**src/design/lz77_token_packer_assert.svh**
```systemverilog
// assertion macros shared by the lz77 token packer rtl
// no dependencies; included by modules that carry concurrent checks
`ifndef LZ77_TOKEN_PACKER_ASSERT_SVH
`define LZ77_TOKEN_PACKER_ASSERT_SVH

// same-cycle implication, off during reset
`define LTP_ASSERT_IMP(lbl, clk, rst_n, ante, cons) \
	lbl: assert property (@(posedge clk) disable iff (!rst_n) (ante) |-> (cons)) \
		else $error("lz77_token_packer: same-cycle check failed");

// next-cycle implication, off during reset
`define LTP_ASSERT_NXT(lbl, clk, rst_n, ante, cons) \
	lbl: assert property (@(posedge clk) disable iff (!rst_n) (ante) |=> (cons)) \
		else $error("lz77_token_packer: next-cycle check failed");

`endif

```
**src/design/ltp_pkg.sv**
```systemverilog
// shared types and constants of the lz77 token packer
// no dependencies; used by front, queue, back and the top level
package ltp_pkg;

	localparam int OUT_BYTES    = 65536;
	localparam int WINDOW_BYTES = 8192;
	localparam int DESC_DEPTH   = 4;

	// effective buffer size never exceeds the 17-bit register range
	localparam logic [16:0] CAP_LIMIT = 17'((OUT_BYTES < 131071) ? OUT_BYTES : 131071);
	localparam logic [16:0] CAP_RESET = 17'((OUT_BYTES < 65536) ? OUT_BYTES : 65536);
	localparam logic [16:0] WP_RESET  = 17'd4;

	typedef enum logic [1:0] {
		MODE_LIT    = 2'd0,
		MODE_MATCH  = 2'd1,
		MODE_FINISH = 2'd2,
		MODE_RSVD   = 2'd3
	} mode_t;

	// byte groups of one item, in emission order
	localparam int NUM_GRP = 6;
	typedef logic [2:0] grp_t;
	localparam grp_t GRP_MAIN  = 3'd0;
	localparam grp_t GRP_NIB   = 3'd1;
	localparam grp_t GRP_EXT   = 3'd2;
	localparam grp_t GRP_LEN16 = 3'd3;
	localparam grp_t GRP_LEN32 = 3'd4;
	localparam grp_t GRP_FLAG  = 3'd5;

	typedef struct packed {
		logic [NUM_GRP-1:0] grp_en;
		logic               tail_en;
		logic               tail_status;
		logic               done;
		logic [16:0]        total;
		logic               main_two;
		logic [15:0]        main_addr;
		logic [15:0]        main_val;
		logic [15:0]        nib_addr;
		logic [7:0]         nib_val;
		logic [15:0]        ext_addr;
		logic [7:0]         ext_val;
		logic [15:0]        len_addr;
		logic               len_long;
		logic [31:0]        len_val;
		logic [15:0]        flag_addr;
		logic [31:0]        flag_val;
	} desc_t;

endpackage

```
**src/design/ltp_front.sv**
```systemverilog
// front end: takes a token, checks buffer space, keeps stream state and
// builds one write descriptor per token; depends on ltp_pkg
module ltp_front (
	input  logic                clk,
	input  logic                arst_n,
	input  logic                cfg_valid,
	input  logic [16:0]         cfg_data,
	input  logic                in_acc,
	input  logic [1:0]          mode,
	input  logic [7:0]          literal_byte,
	input  logic [13:0]         match_offset,
	input  logic [31:0]         match_length,
	output logic                desc_push,
	output ltp_pkg::desc_t      desc
);

	logic [16:0] cap_q;
	logic [16:0] wp_q;
	logic [31:0] fpad_q;
	logic [4:0]  cnt_q;
	logic [15:0] flag_slot_q;
	logic        nib_pend_q;
	logic [15:0] nib_addr_q;
	logic [3:0]  nib_low_q;
	logic        err_q;

	ltp_pkg::mode_t md;
	logic        is_lit, is_match, is_fin;
	logic [13:0] off_c;
	logic [12:0] off_m1;
	logic [31:0] len0;
	logic [2:0]  code_len;
	logic        need_nib, need_ext, need_len, len_long, new_nib;
	logic [3:0]  nib_n;
	logic [7:0]  ext_val;
	logic [3:0]  main_n, off2, off3, off4, lbytes;
	logic        ok0, nib_ok, ext_ok, len_ok, fl_ok, slot_ok, full_tok;
	logic        e0, e1, e2, e3, e4, e5, pass1, pass2, pass3, tok_ok, fin_ok;
	logic [31:0] fpad_new;

	function automatic logic room(input logic [16:0] addr, input logic [3:0] n,
			input logic [16:0] cap);
		room = ({1'b0, addr} + {14'b0, n}) <= {1'b0, cap};
	endfunction

	always_comb begin
		md       = ltp_pkg::mode_t'(mode);
		is_lit   = (md == ltp_pkg::MODE_LIT);
		is_match = (md == ltp_pkg::MODE_MATCH);
		is_fin   = (md == ltp_pkg::MODE_FINISH);

		if (match_offset == 14'd0)
			off_c = 14'd1;
		else if (match_offset > 14'(ltp_pkg::WINDOW_BYTES))
			off_c = 14'(ltp_pkg::WINDOW_BYTES);
		else
			off_c = match_offset;
		off_m1 = 13'(off_c - 14'd1);

		len0     = (match_length < 32'd3) ? 32'd0 : match_length - 32'd3;
		code_len = (len0 < 32'd7) ? len0[2:0] : 3'd7;
		need_nib = is_match && (len0 >= 32'd7);
		need_ext = is_match && (len0 >= 32'd22);
		need_len = is_match && (len0 >= 32'd277);
		len_long = len0 > 32'h0000_FFFF;
		new_nib  = need_nib && !nib_pend_q;
		nib_n    = need_ext ? 4'hF : 4'(len0[4:0] - 5'd7);
		ext_val  = need_len ? 8'hFF : 8'(len0[8:0] - 9'd22);

		// running byte offsets from the write pointer after each group
		main_n = is_lit ? 4'd1 : 4'd2;
		off2   = main_n + {3'b0, new_nib};
		off3   = off2 + {3'b0, need_ext};
		lbytes = need_len ? (len_long ? 4'd6 : 4'd2) : 4'd0;
		off4   = off3 + lbytes;

		full_tok = (cnt_q == 5'd31);
		ok0      = room(wp_q, main_n, cap_q);
		nib_ok   = nib_pend_q ? room({1'b0, nib_addr_q}, 4'd1, cap_q) : room(wp_q, off2, cap_q);
		ext_ok   = room(wp_q, off3, cap_q);
		len_ok   = room(wp_q, off4, cap_q);
		fl_ok    = room({1'b0, flag_slot_q}, 4'd4, cap_q);
		slot_ok  = room(wp_q, 4'(off4 + 4'd4), cap_q);

		// a failing group stops everything after it
		e0    = ok0;
		e1    = e0 && need_nib && nib_ok;
		pass1 = e0 && (!need_nib || nib_ok);
		e2    = pass1 && need_ext && ext_ok;
		pass2 = pass1 && (!need_ext || ext_ok);
		e3    = pass2 && need_len && len_ok;
		e4    = e3 && len_long;
		pass3 = pass2 && (!need_len || len_ok);
		e5    = pass3 && full_tok && fl_ok;
		tok_ok = pass3 && (!full_tok || (fl_ok && slot_ok));
		fin_ok = !err_q && fl_ok;

		// flag word kept padded with ones below the next free bit
		fpad_new = fpad_q;
		fpad_new[5'd31 - cnt_q] = is_match;

		desc.main_two  = is_match;
		desc.main_addr = wp_q[15:0];
		desc.main_val  = is_lit ? {8'h00, literal_byte} : {off_m1, code_len};
		desc.nib_addr  = nib_pend_q ? nib_addr_q : 16'(wp_q + 17'd2);
		desc.nib_val   = nib_pend_q ? {nib_n, nib_low_q} : {4'h0, nib_n};
		desc.ext_addr  = 16'(wp_q + 17'(off2));
		desc.ext_val   = ext_val;
		desc.len_addr  = 16'(wp_q + 17'(off3));
		desc.len_long  = len_long;
		desc.len_val   = len0;
		desc.flag_addr = flag_slot_q;
		desc.flag_val  = is_fin ? fpad_q : fpad_new;
		desc.done      = is_fin;
		desc.total     = fin_ok ? wp_q : 17'd0;

		case (md)
			ltp_pkg::MODE_LIT, ltp_pkg::MODE_MATCH: begin
				desc.grp_en      = err_q ? '0 : {e5, e4, e3, e2, e1, e0};
				desc.tail_en     = err_q || !tok_ok;
				desc.tail_status = 1'b1;
			end
			ltp_pkg::MODE_FINISH: begin
				desc.grp_en      = {fin_ok, 5'b0};
				desc.tail_en     = !fin_ok;
				desc.tail_status = 1'b1;
			end
			default: begin
				desc.grp_en      = '0;
				desc.tail_en     = 1'b1;
				desc.tail_status = err_q;
			end
		endcase
	end

	assign desc_push = in_acc;

	always_ff @(posedge clk or negedge arst_n) begin
		if (!arst_n) begin
			cap_q <= ltp_pkg::CAP_RESET;
		end else if (cfg_valid) begin
			cap_q <= (cfg_data > ltp_pkg::CAP_LIMIT) ? ltp_pkg::CAP_LIMIT : cfg_data;
		end
	end

	always_ff @(posedge clk or negedge arst_n) begin
		if (!arst_n) begin
			wp_q        <= ltp_pkg::WP_RESET;
			fpad_q      <= '1;
			cnt_q       <= '0;
			flag_slot_q <= '0;
			nib_pend_q  <= 1'b0;
			nib_addr_q  <= '0;
			nib_low_q   <= '0;
			err_q       <= 1'b0;
		end else if (in_acc) begin
			case (md)
				ltp_pkg::MODE_LIT, ltp_pkg::MODE_MATCH: begin
					if (!err_q) begin
						if (!tok_ok) begin
							err_q <= 1'b1;
						end else begin
							wp_q   <= wp_q + 17'(off4) + (full_tok ? 17'd4 : 17'd0);
							cnt_q  <= cnt_q + 5'd1;
							fpad_q <= full_tok ? '1 : fpad_new;
							if (full_tok)
								flag_slot_q <= 16'(wp_q + 17'(off4));
							if (need_nib)
								nib_pend_q <= !nib_pend_q;
							if (new_nib) begin
								nib_addr_q <= 16'(wp_q + 17'd2);
								nib_low_q  <= nib_n;
							end
						end
					end
				end
				ltp_pkg::MODE_FINISH: begin
					wp_q        <= ltp_pkg::WP_RESET;
					fpad_q      <= '1;
					cnt_q       <= '0;
					flag_slot_q <= '0;
					nib_pend_q  <= 1'b0;
					nib_addr_q  <= '0;
					nib_low_q   <= '0;
					err_q       <= 1'b0;
				end
				default: begin
				end
			endcase
		end
	end

endmodule

```
**src/design/ltp_queue.sv**
```systemverilog
// descriptor queue between front and back
// depends on ltp_pkg for the descriptor type
module ltp_queue #(
	parameter int DEPTH = ltp_pkg::DESC_DEPTH
) (
	input  logic           clk,
	input  logic           arst_n,
	input  logic           push,
	input  ltp_pkg::desc_t din,
	output logic           full,
	input  logic           pop,
	output ltp_pkg::desc_t dout,
	output logic           valid
);

	localparam int PW = (DEPTH > 1) ? $clog2(DEPTH) : 1;
	localparam int CW = $clog2(DEPTH + 1);

	ltp_pkg::desc_t slot_q [DEPTH];
	logic [PW-1:0] wr_q, rd_q;
	logic [CW-1:0] cnt_q;
	logic          do_push, do_pop;

	assign full    = (cnt_q == CW'(DEPTH));
	assign valid   = (cnt_q != '0);
	assign do_push = push && !full;
	assign do_pop  = pop && valid;
	assign dout    = slot_q[rd_q];

	always_ff @(posedge clk) begin
		if (do_push)
			slot_q[wr_q] <= din;
	end

	always_ff @(posedge clk or negedge arst_n) begin
		if (!arst_n) begin
			wr_q  <= '0;
			rd_q  <= '0;
			cnt_q <= '0;
		end else begin
			if (do_push)
				wr_q <= (wr_q == PW'(DEPTH - 1)) ? '0 : wr_q + PW'(1);
			if (do_pop)
				rd_q <= (rd_q == PW'(DEPTH - 1)) ? '0 : rd_q + PW'(1);
			if (do_push && !do_pop)
				cnt_q <= cnt_q + CW'(1);
			else if (do_pop && !do_push)
				cnt_q <= cnt_q - CW'(1);
		end
	end

endmodule

```
**src/design/ltp_back.sv**
```systemverilog
// back end: walks the head descriptor's byte groups, one result per cycle
// unless pop stalls, into the output register; depends on ltp_pkg and the assert macros
`include "lz77_token_packer_assert.svh"

module ltp_back (
	input  logic           clk,
	input  logic           arst_n,
	input  ltp_pkg::desc_t head,
	input  logic           head_valid,
	output logic           head_pop,
	output logic           empty,
	input  logic           pop,
	output logic [15:0]    byte_address,
	output logic [7:0]     byte_value,
	output logic           write_valid,
	output logic           stream_done,
	output logic [16:0]    total_bytes,
	output logic           status,
	output logic           last
);

	logic                        act_q;
	logic [ltp_pkg::NUM_GRP-1:0] rem_q;
	logic                        tail_q;
	logic [1:0]                  bcnt_q;
	logic                        ov_q;

	logic [ltp_pkg::NUM_GRP-1:0] m, m_next;
	logic                        t, adv, has_wr, grp_last, item_last;
	ltp_pkg::grp_t               g;
	logic [1:0]                  last_idx;
	logic [15:0]                 base, a_off;
	logic [7:0]                  val;

	always_comb begin
		m = act_q ? rem_q : head.grp_en;
		t = act_q ? tail_q : head.tail_en;
		g = ltp_pkg::GRP_MAIN;
		for (int i = ltp_pkg::NUM_GRP - 1; i >= 0; i--) begin
			if (m[i])
				g = ltp_pkg::grp_t'(i);
		end

		a_off = {14'b0, bcnt_q};
		case (g)
			ltp_pkg::GRP_MAIN: begin
				last_idx = head.main_two ? 2'd1 : 2'd0;
				base     = head.main_addr;
				val      = bcnt_q[0] ? head.main_val[15:8] : head.main_val[7:0];
			end
			ltp_pkg::GRP_NIB: begin
				last_idx = 2'd0;
				base     = head.nib_addr;
				val      = head.nib_val;
			end
			ltp_pkg::GRP_EXT: begin
				last_idx = 2'd0;
				base     = head.ext_addr;
				val      = head.ext_val;
			end
			ltp_pkg::GRP_LEN16: begin
				// a long length starts with a zero half-word
				last_idx = 2'd1;
				base     = head.len_addr;
				val      = head.len_long ? 8'h00 : head.len_val[8*bcnt_q[0] +: 8];
			end
			ltp_pkg::GRP_LEN32: begin
				last_idx = 2'd3;
				base     = head.len_addr;
				a_off    = {14'b0, bcnt_q} + 16'd2;
				val      = head.len_val[8*bcnt_q +: 8];
			end
			ltp_pkg::GRP_FLAG: begin
				last_idx = 2'd3;
				base     = head.flag_addr;
				val      = head.flag_val[8*bcnt_q +: 8];
			end
			default: begin
				last_idx = 2'd0;
				base     = '0;
				val      = '0;
			end
		endcase

		has_wr    = (m != '0);
		grp_last  = (bcnt_q == last_idx);
		m_next    = grp_last ? (m & ~(ltp_pkg::NUM_GRP'(1) << g)) : m;
		item_last = has_wr ? (grp_last && (m_next == '0) && !t) : 1'b1;
		adv       = head_valid && (!ov_q || pop);
	end

	assign head_pop = adv && item_last;
	assign empty    = !ov_q;

	always_ff @(posedge clk or negedge arst_n) begin
		if (!arst_n) begin
			act_q  <= 1'b0;
			rem_q  <= '0;
			tail_q <= 1'b0;
			bcnt_q <= '0;
			ov_q   <= 1'b0;
		end else begin
			if (adv)
				ov_q <= 1'b1;
			else if (pop)
				ov_q <= 1'b0;
			if (adv) begin
				if (item_last) begin
					act_q  <= 1'b0;
					bcnt_q <= '0;
				end else begin
					act_q  <= 1'b1;
					rem_q  <= m_next;
					tail_q <= t;
					bcnt_q <= grp_last ? 2'd0 : bcnt_q + 2'd1;
				end
			end
		end
	end

	always_ff @(posedge clk) begin
		if (adv) begin
			byte_address <= has_wr ? base + a_off : 16'd0;
			byte_value   <= has_wr ? val : 8'd0;
			write_valid  <= has_wr;
			stream_done  <= item_last && head.done;
			total_bytes  <= (item_last && head.done) ? head.total : 17'd0;
			status       <= has_wr ? 1'b0 : head.tail_status;
			last         <= item_last;
		end
	end

	`LTP_ASSERT_IMP(a_act_has_head, clk, arst_n, act_q, head_valid)
	`LTP_ASSERT_IMP(a_act_has_work, clk, arst_n, act_q, (rem_q != '0) || tail_q)
	`LTP_ASSERT_IMP(a_idle_bcnt_zero, clk, arst_n, !act_q, bcnt_q == 2'd0)
	`LTP_ASSERT_NXT(a_mid_item_stays, clk, arst_n, adv && !item_last, act_q)

endmodule

```
**src/design/lz77_token_packer.sv**
```systemverilog
// top level of the lz77 token packer: front, descriptor queue and back
// depends on ltp_pkg, ltp_front, ltp_queue and ltp_back
//
//  channel | handshake           | payload
//  --------+---------------------+---------------------------------------------
//  token   | push / full         | mode, literal_byte, match_offset, match_length
//  result  | empty / pop         | byte_address, byte_value, write_valid,
//          |                     | stream_done, total_bytes, status, last
//  config  | cfg_valid/cfg_ready | cfg_data (out_capacity)
//
// a token gives 1 to 15 results (2 for a short match that neither fills
// a flag word nor meets a buffer error).
// the front takes one token per cycle while the descriptor queue has room.
// control state is cleared by arst_n; queue slots and result data are not reset
// and need no clearing pass.
// a low pop stalls the back only; the front keeps filling the queue until full.
module lz77_token_packer #(
	parameter int DESC_DEPTH = ltp_pkg::DESC_DEPTH
) (
	input  logic        clk,
	input  logic        arst_n,
	input  logic        cfg_valid,
	output logic        cfg_ready,
	input  logic [16:0] cfg_data,
	input  logic        push,
	output logic        full,
	input  logic [1:0]  mode,
	input  logic [7:0]  literal_byte,
	input  logic [13:0] match_offset,
	input  logic [31:0] match_length,
	output logic        empty,
	input  logic        pop,
	output logic [15:0] byte_address,
	output logic [7:0]  byte_value,
	output logic        write_valid,
	output logic        stream_done,
	output logic [16:0] total_bytes,
	output logic        status,
	output logic        last
);

	ltp_pkg::desc_t fe_desc, q_head;
	logic           fe_push, q_full, q_valid, be_pop, in_acc;

	assign cfg_ready = 1'b1;
	assign full      = q_full;
	assign in_acc    = push && !q_full;

	ltp_front u_front (
		.clk          (clk),
		.arst_n       (arst_n),
		.cfg_valid    (cfg_valid),
		.cfg_data     (cfg_data),
		.in_acc       (in_acc),
		.mode         (mode),
		.literal_byte (literal_byte),
		.match_offset (match_offset),
		.match_length (match_length),
		.desc_push    (fe_push),
		.desc         (fe_desc)
	);

	ltp_queue #(
		.DEPTH (DESC_DEPTH)
	) u_queue (
		.clk    (clk),
		.arst_n (arst_n),
		.push   (fe_push),
		.din    (fe_desc),
		.full   (q_full),
		.pop    (be_pop),
		.dout   (q_head),
		.valid  (q_valid)
	);

	ltp_back u_back (
		.clk          (clk),
		.arst_n       (arst_n),
		.head         (q_head),
		.head_valid   (q_valid),
		.head_pop     (be_pop),
		.empty        (empty),
		.pop          (pop),
		.byte_address (byte_address),
		.byte_value   (byte_value),
		.write_valid  (write_valid),
		.stream_done  (stream_done),
		.total_bytes  (total_bytes),
		.status       (status),
		.last         (last)
	);

endmodule

```
**config.mk**
```make
export PLATFORM = sky130hd
export DESIGN_NAME = lz77_token_packer
export DESIGN_NICKNAME = d
export VERILOG_FILES = /design/src/design/ltp_pkg.sv /design/src/design/ltp_front.sv /design/src/design/ltp_queue.sv /design/src/design/ltp_back.sv /design/src/design/lz77_token_packer.sv
export VERILOG_INCLUDE_DIRS = /design/src /design/src/design
export SDC_FILE = /design/constraint.sdc
export NUM_CORES = 1
export LEC_CHECK = 0
export BUFFER_PORTS_ARGS = -buffer_cell sky130_fd_sc_hd__buf_4
export CORE_AREA = 8 8 376 378
export CTS_BUF_LIST = sky130_fd_sc_hd__clkbuf_16
export DETAILED_ROUTE_END_ITERATION = 8
export DIE_AREA = 0 0 384 386
export PLACE_DENSITY_LB_ADDON = 0.1
export SLEW_MARGIN = 30
export SYNTH_ARGS = -nofsm -noshare
export SYNTH_HDL_FRONTEND = slang
export SYNTH_SLANG_ARGS = --single-unit
```
**constraint.sdc**
```tcl
create_clock -name clk -period 10.35 [get_ports clk]
set_input_delay 1.035 -clock clk [delete_from_list [all_inputs] [get_ports clk]]
set_output_delay 1.035 -clock clk [all_outputs]
set_load 0.01 [all_outputs]
```
# Word-level counts from Yosys, hierarchy flattened

Memories as Yosys holds them, arrays and structs flattened.
Cells that the tools add are included.

Eq/ne operators: 17
Reductions and logical operators: 67
Add/sub/neg operators: 29
Muxes and demuxes: 79
Div/mod/pow operators: 0
$mul: 0
Shifts and indexed selects: 4
Bitwise logic cells: 3
Magnitude comparators: 17

Operators with widths:

| cell                  | number |
|---|---|
| $mux 32               | 5 |
| $mux 16               | 9 |
| $le 18x17->1          | 7 |
| $pmux 16 s5           | 1 |
| $add 17x4->18         | 4 |
| $mux 17               | 4 |
| $pmux 16 s2           | 2 |
| $pmux 32 s2           | 1 |
| $shiftx 32x6->8       | 2 |
| $pmux 8 s6            | 1 |
| $pmux 17 s2           | 1 |
| $mux 3                | 11 |
| $add 16x4->16         | 2 |
| $bwmux 32             | 1 |
| $ge 32x3->1 const B   | 1 |
| $ge 32x5->1 const B   | 1 |
| $ge 32x9->1 const B   | 1 |
| $gt 32x16->1 const B  | 1 |
| $lt 32x2->1 const B   | 1 |
| $lt 32x3->1 const B   | 1 |
| $mux 8                | 4 |
| $shiftx 32x5->8       | 1 |
| $sub 32x2->32 const B | 1 |
| $logic_and 1x1->1     | 30 |
| other kinds (61)      | 123 |

Word-level logic and storage cells: 241
Bits in registers: 172
Memory bits (read-only): 0
Memories kept: 1
Bits in latches: 0
Bits in writable memories: 816

Memories:

| memory         | depth | bits a word | rd ports | clocked after Yosys merged registers in | write ports | line            | source |
|---|---|---|---|---|---|---|---|
| u_queue.slot_q | 4     | 204         | 1        | 0                                       | 1           | ltp_queue.sv:19 | `ltp_pkg::desc_t slot_q [DEPTH];` |

# Depth between registers and ports, before layout

An unclocked memory read counts as a cell.

Depth in word-level cells: 22
Depth in mapped cells: 44
Gate-level depth less buffers: 39

# Modules after synthesis

From an unflattened synthesis, not the netlist that was laid out.

Cells, all modules: 3,187
Area total of the unflattened synthesis: 47,451.8 µm²

Modules (own cells, without submodules):

| module            | instances | cells an instance | seq. area each (µm²) | area each (µm²) |
|---|---|---|---|---|
| ltp_queue         | 1         | 1,103             | 24,678.7             | 29,854.9 |
| ltp_front         | 1         | 1,654             | 2,770.2              | 13,108.8 |
| ltp_back          | 1         | 427               | 1,626.6              | 4,463.0 |
| lz77_token_packer | 1         | 3                 | 0.0                  | 25.0 |

# Worst setup path before layout

No wires, ideal clock.

Path type: input to register
From: in match_length[0]
To: reg u_front.flag_slot_q[10]
Buffers on the path: 5
Cell stages on the path: 42
Data arrival time: 9.154 ns
Slack: 1.076 ns
Cell sequence: ha_1 > nor4_2 > nand3_1 > clkbuf_1 > or4_1 > clkbuf_1 > nand2_1 > inv_1 > ha_1 > nand2_1 > nand4_1 > nor4b_1 > o2111a_1 > o211ai_2 > nand2_1 > nor2_1 > ha_1 > ha_1 > [... 6 more ...] > clkbuf_1 > nand2b_1 > o21ai_0 > nand2_1 > xnor2_1 > ha_1 > a21oi_1 > nor2_1 > a2111oi_0 > o211ai_1 > o22ai_1 > a21boi_0 > o21ba_2 > and4b_1 > buf_4 > nand2_1 > buf_2 > a31o_2

RTL lines:

| what                 | line                    | source |
|---|---|---|
| start, declared      | lz77_token_packer.sv:30 | `input logic [31:0] match_length,` |
| end signal, assigned | ltp_front.sv:167        | `flag_slot_q <= 16'(wp_q + 17'(off4));` |
| end, declared        | ltp_front.sv:21         | `logic [15:0] flag_slot_q;` |

==> results_dict.tcl <==
set metrics [dict create \
    maxSlewHeadroom_pct 34.99 \
    synthAdderAreaFrac_pct 4.585 \
    clockBufferDepth 3 \
    tritoncts "built" \
    yosys.area.top_type_share_pct 55.02 \
    max_cap_violations 0 \
    capturing_element_type_of_the_critical_path "register" \
    post_cts.resized_instances 0 \
    design.portCount 126 \
    ys_warnings 0 \
    layout_worst_path_cycle_share_pct 92.93 \
    tns_ps 0 \
    max_clock_freq_mhz 104.0 \
    buffer_ports.inserted 124 \
    vias_per_cell 5.533 \
    floorplan.initialDensity_pct 34.82 \
    final_core_util_pct 39.84 \
    min_period_ps 9618 \
    cp-start-kind "input pin" \
    finalHoldViolations 0 \
    die_area_um2 148200 \
    worst_endpoint_required_time_ps 10940 \
    slowest_stage "sky130_fd_sc_hd__or4_4" \
    total_power_uw 15170 \
    number_of_h_tree_levels 3 \
    yosys_register_bits 988 \
    timing.critical_path.mode_cell "sky130_fd_sc_hd__ha_1" \
    netlist.top_cell.by_area "sky130_fd_sc_hd__edfxtp_1" \
    dpl.hpwl_um 96050 \
    globalRouteTotalUtil_pct 18.95 \
    drt_iter0_drc 2245 \
    peakVddDrop_mv 0.1705 \
    core_area_um2 135000 \
    clkSlewWorstSetupHoldPaths_ps 60 \
    syn-num-nets 3455 \
    worst-setup-path-type "input pin to register" \
    setup-violations-final 0 \
    routed_wl_um 142700 \
    skew_ps 21.47 \
    grt_start_max_net_pins 113 \
    drc 0 \
    worst_ep_arrival_time_ps 10210 \
    compound_cell_area_share_of_the_yosys_netlist_pct 8.110 \
    antenna_found_initial 5 \
    floorplan.rows 135 \
    synth.area.mux_share_pct 11.28 \
    synth_area_leaders "sky130_fd_sc_hd__edfxtp_1, sky130_fd_sc_hd__mux4_2, sky130_fd_sc_hd__dfrtp_1, sky130_fd_sc_hd__ha_1, sky130_fd_sc_hd__xnor2_1" \
    mostFrequentLayoutCell "sky130_fd_sc_hd__edfxtp_1" \
    grt_first_pass_wirelength_um 208200 \
    worst-slew-pin-transition_ps 975.1 \
    path_max_fanout 11 \
    delay_of_the_slowest_cell_on_the_worst_path_ps 550 \
    fraction_of_the_mapped_netlist_area_in_simple_logic_gates_pct 8.581 \
    die_w_um 384 \
    synth_top_family_by_area "multiplexers" \
    p_leak_uw 0.01873 \
    syn2layout_area_growth_pct 14.41 \
    seq_area_frac_synth_pct 61.87 \
    synthCells 3209 \
    holdCritPathClass "input pin to asynchronous set/reset pin" \
    global_route.overflow_total 0 \
    ys_types 87 \
    share_of_cells_above_drive_strength_1_pct 20.98 \
    die_height_um 386 \
    numClockSinks 988 \
    pwr_density_cell_nw_per_um2 282.2 \
    drt_pass1_iterations 6 \
    syn_avg_cell_area_um2 14.64 \
    rsz0062_at_grt "no" \
    detail_route.wl_per_cell_um 27.21 \
    synth_enable_flop_cells 861 \
    grt_pass1_vias 29732 \
    ys.flop_type "sky130_fd_sc_hd__edfxtp_1" \
    finalNetCount 3615 \
    status "finished clean" \
    max_slew_violation_count 0 \
    cts_hold_repair.buffers 0 \
    cts_setup_buffers 0 \
    drt.antenna.violating_nets 0 \
    vias 29024 \
    skew_pair_late_insertion_delay_ps 720 \
    commonest_cells_after_routing_fill_and_taps_aside "sky130_fd_sc_hd__edfxtp_1, sky130_fd_sc_hd__mux4_2, sky130_fd_sc_hd__buf_4" \
    yosys.area_share.xor_xnor_pct 3.243 \
    placer_congestion 0.8641 \
    inserted_clock_buffers 106 \
    async_set_reset_flop_share_out_of_synthesis_pct 12.85 \
    synth.cell_area_um2 46990 \
    cts_root_buf "sky130_fd_sc_hd__clkbuf_16" \
]
cell type report:
class	count	area [um2]
Timing Repair Buffer	218	1764
Sequential cell	988	29090
Multi-Input combinational cell	1945	16870
Inverter	110	415.4
Fill cell	12419	81200
Tap cell	1781	2228
Clock buffer	107	2678
Clock inverter	93	716.9
Antenna cell	4	10.01
path summary, 6_finish.rpt:
path                                                 from                           end  slack (ps)  depth (start not counted)
setup / recovery                         match_length[27]   u_front.wp_q[7]$_DFFE_PN0P_         730                         42
hold / removal                                     arst_n  u_front.cnt_q[3]$_DFFE_PN0P_         360                          1
setup reg to reg           u_front.nib_pend_q$_DFFE_PN0P_   u_front.wp_q[7]$_DFFE_PN0P_        3230                         29
hold reg to reg              u_queue.cnt_q[2]$_DFFE_PN0P_  u_queue.cnt_q[2]$_DFFE_PN0P_         500                          1
max in group asynchronous                          arst_n   u_queue.rd_q[1]$_DFFE_PN0P_        8560                          2
min in group clk             u_queue.cnt_q[2]$_DFFE_PN0P_  u_queue.cnt_q[2]$_DFFE_PN0P_         500                          1
registers in the layout, summed over array words and instances, names as in the netlist, 2 cells and up:
| register | cells |
|---|---|
| u_queue.slot_q | 816 |
| u_front.fpad_q | 32 |
| u_back.total_bytes | 17 |
| u_front.cap_q | 17 |
| u_front.wp_q | 17 |
| u_back.byte_address | 16 |
| u_front.flag_slot_q | 16 |
| u_front.nib_addr_q | 16 |
| u_back.byte_value | 8 |
| u_back.rem_q | 6 |
| u_front.cnt_q | 5 |
| u_front.nib_low_q | 4 |
| u_queue.cnt_q | 3 |
| u_back.bcnt_q | 2 |
| u_queue.rd_q | 2 |
| u_queue.wr_q | 2 |
Yosys cell counts (all sizes together) (8+ instances only):
master and n:
a32o 20, nand3b 9, buf 61, and3 36
or4 11, mux4 212, mux2i 19, nor3b 9
a31oi 17, nor2b 26, and4 8, a221oi 37
a31o 16, nor3 49, a21oi 76, nand2 198
xnor2 114, o21ai 139, or2 20, edfxtp 861
ha 161, a22oi 19, a21o 37, nand3 76
o31ai 12, o211ai 27, xor2 60, mux2 30
nand2b 21, clkbuf 105, nor2 198, o22a 37
nor4 19, dfstp 34, or3 16, dfrtp 93
a22o 15, nand4 43, a211oi 9, inv 109
and2 39, o41ai 16
kinds of logic (layout without fill, tap and decap cells):
group                    after synthesis  in the layout
flip-flops                           988            988
AND/OR/NAND/NOR                      798            798
AO/OA/AOI/OAI                        543            543
buffers and inverters                276            528
multiplexers                         261            261
XOR/XNOR                             174            174
adder cells (fa/ha/maj)              168            168
other                                  1              5
worst max-delay path, delay by kind of cell:
kind | cells | cell delay (ps)
xor+xnor | 4 | 860
compound gates | 11 | 2290
simple gates | 13 | 2870
fa+ha+maj | 7 | 2090
buf+inv | 7 | 1050
power breakdown:
part	total (uW)	leakage (uW)	internal, uW	switching (uW)
sequential	6010	0.00926	5560	453
combinational	5460	0.00773	2080	3380
clock	3700	0.00174	2090	1620
routing by layer:
layer	up-vias	wire, um	GRT usage, %
met5	-	0	0
met4	0	3225	5.146
met3	163	6855	2.410
met2	786	66570	30.45
met1	15187	66080	27.13
li1	12888	-	-
through the flow:
step                area, um2  instances  worst slack (ps)  hold WS, ps
global route            53760       5242             143.6        375.3
detailed placement      50350       5042             89.10        493.2
global placement        50310       5041             105.0        473.5
finish                  53770       5246             732.1        355.8
CTS                     53750       5242             803.9        332.5
floorplan               46990       3209              1076        456.0
No activity file was read; power rests on OpenSTA's default activity.
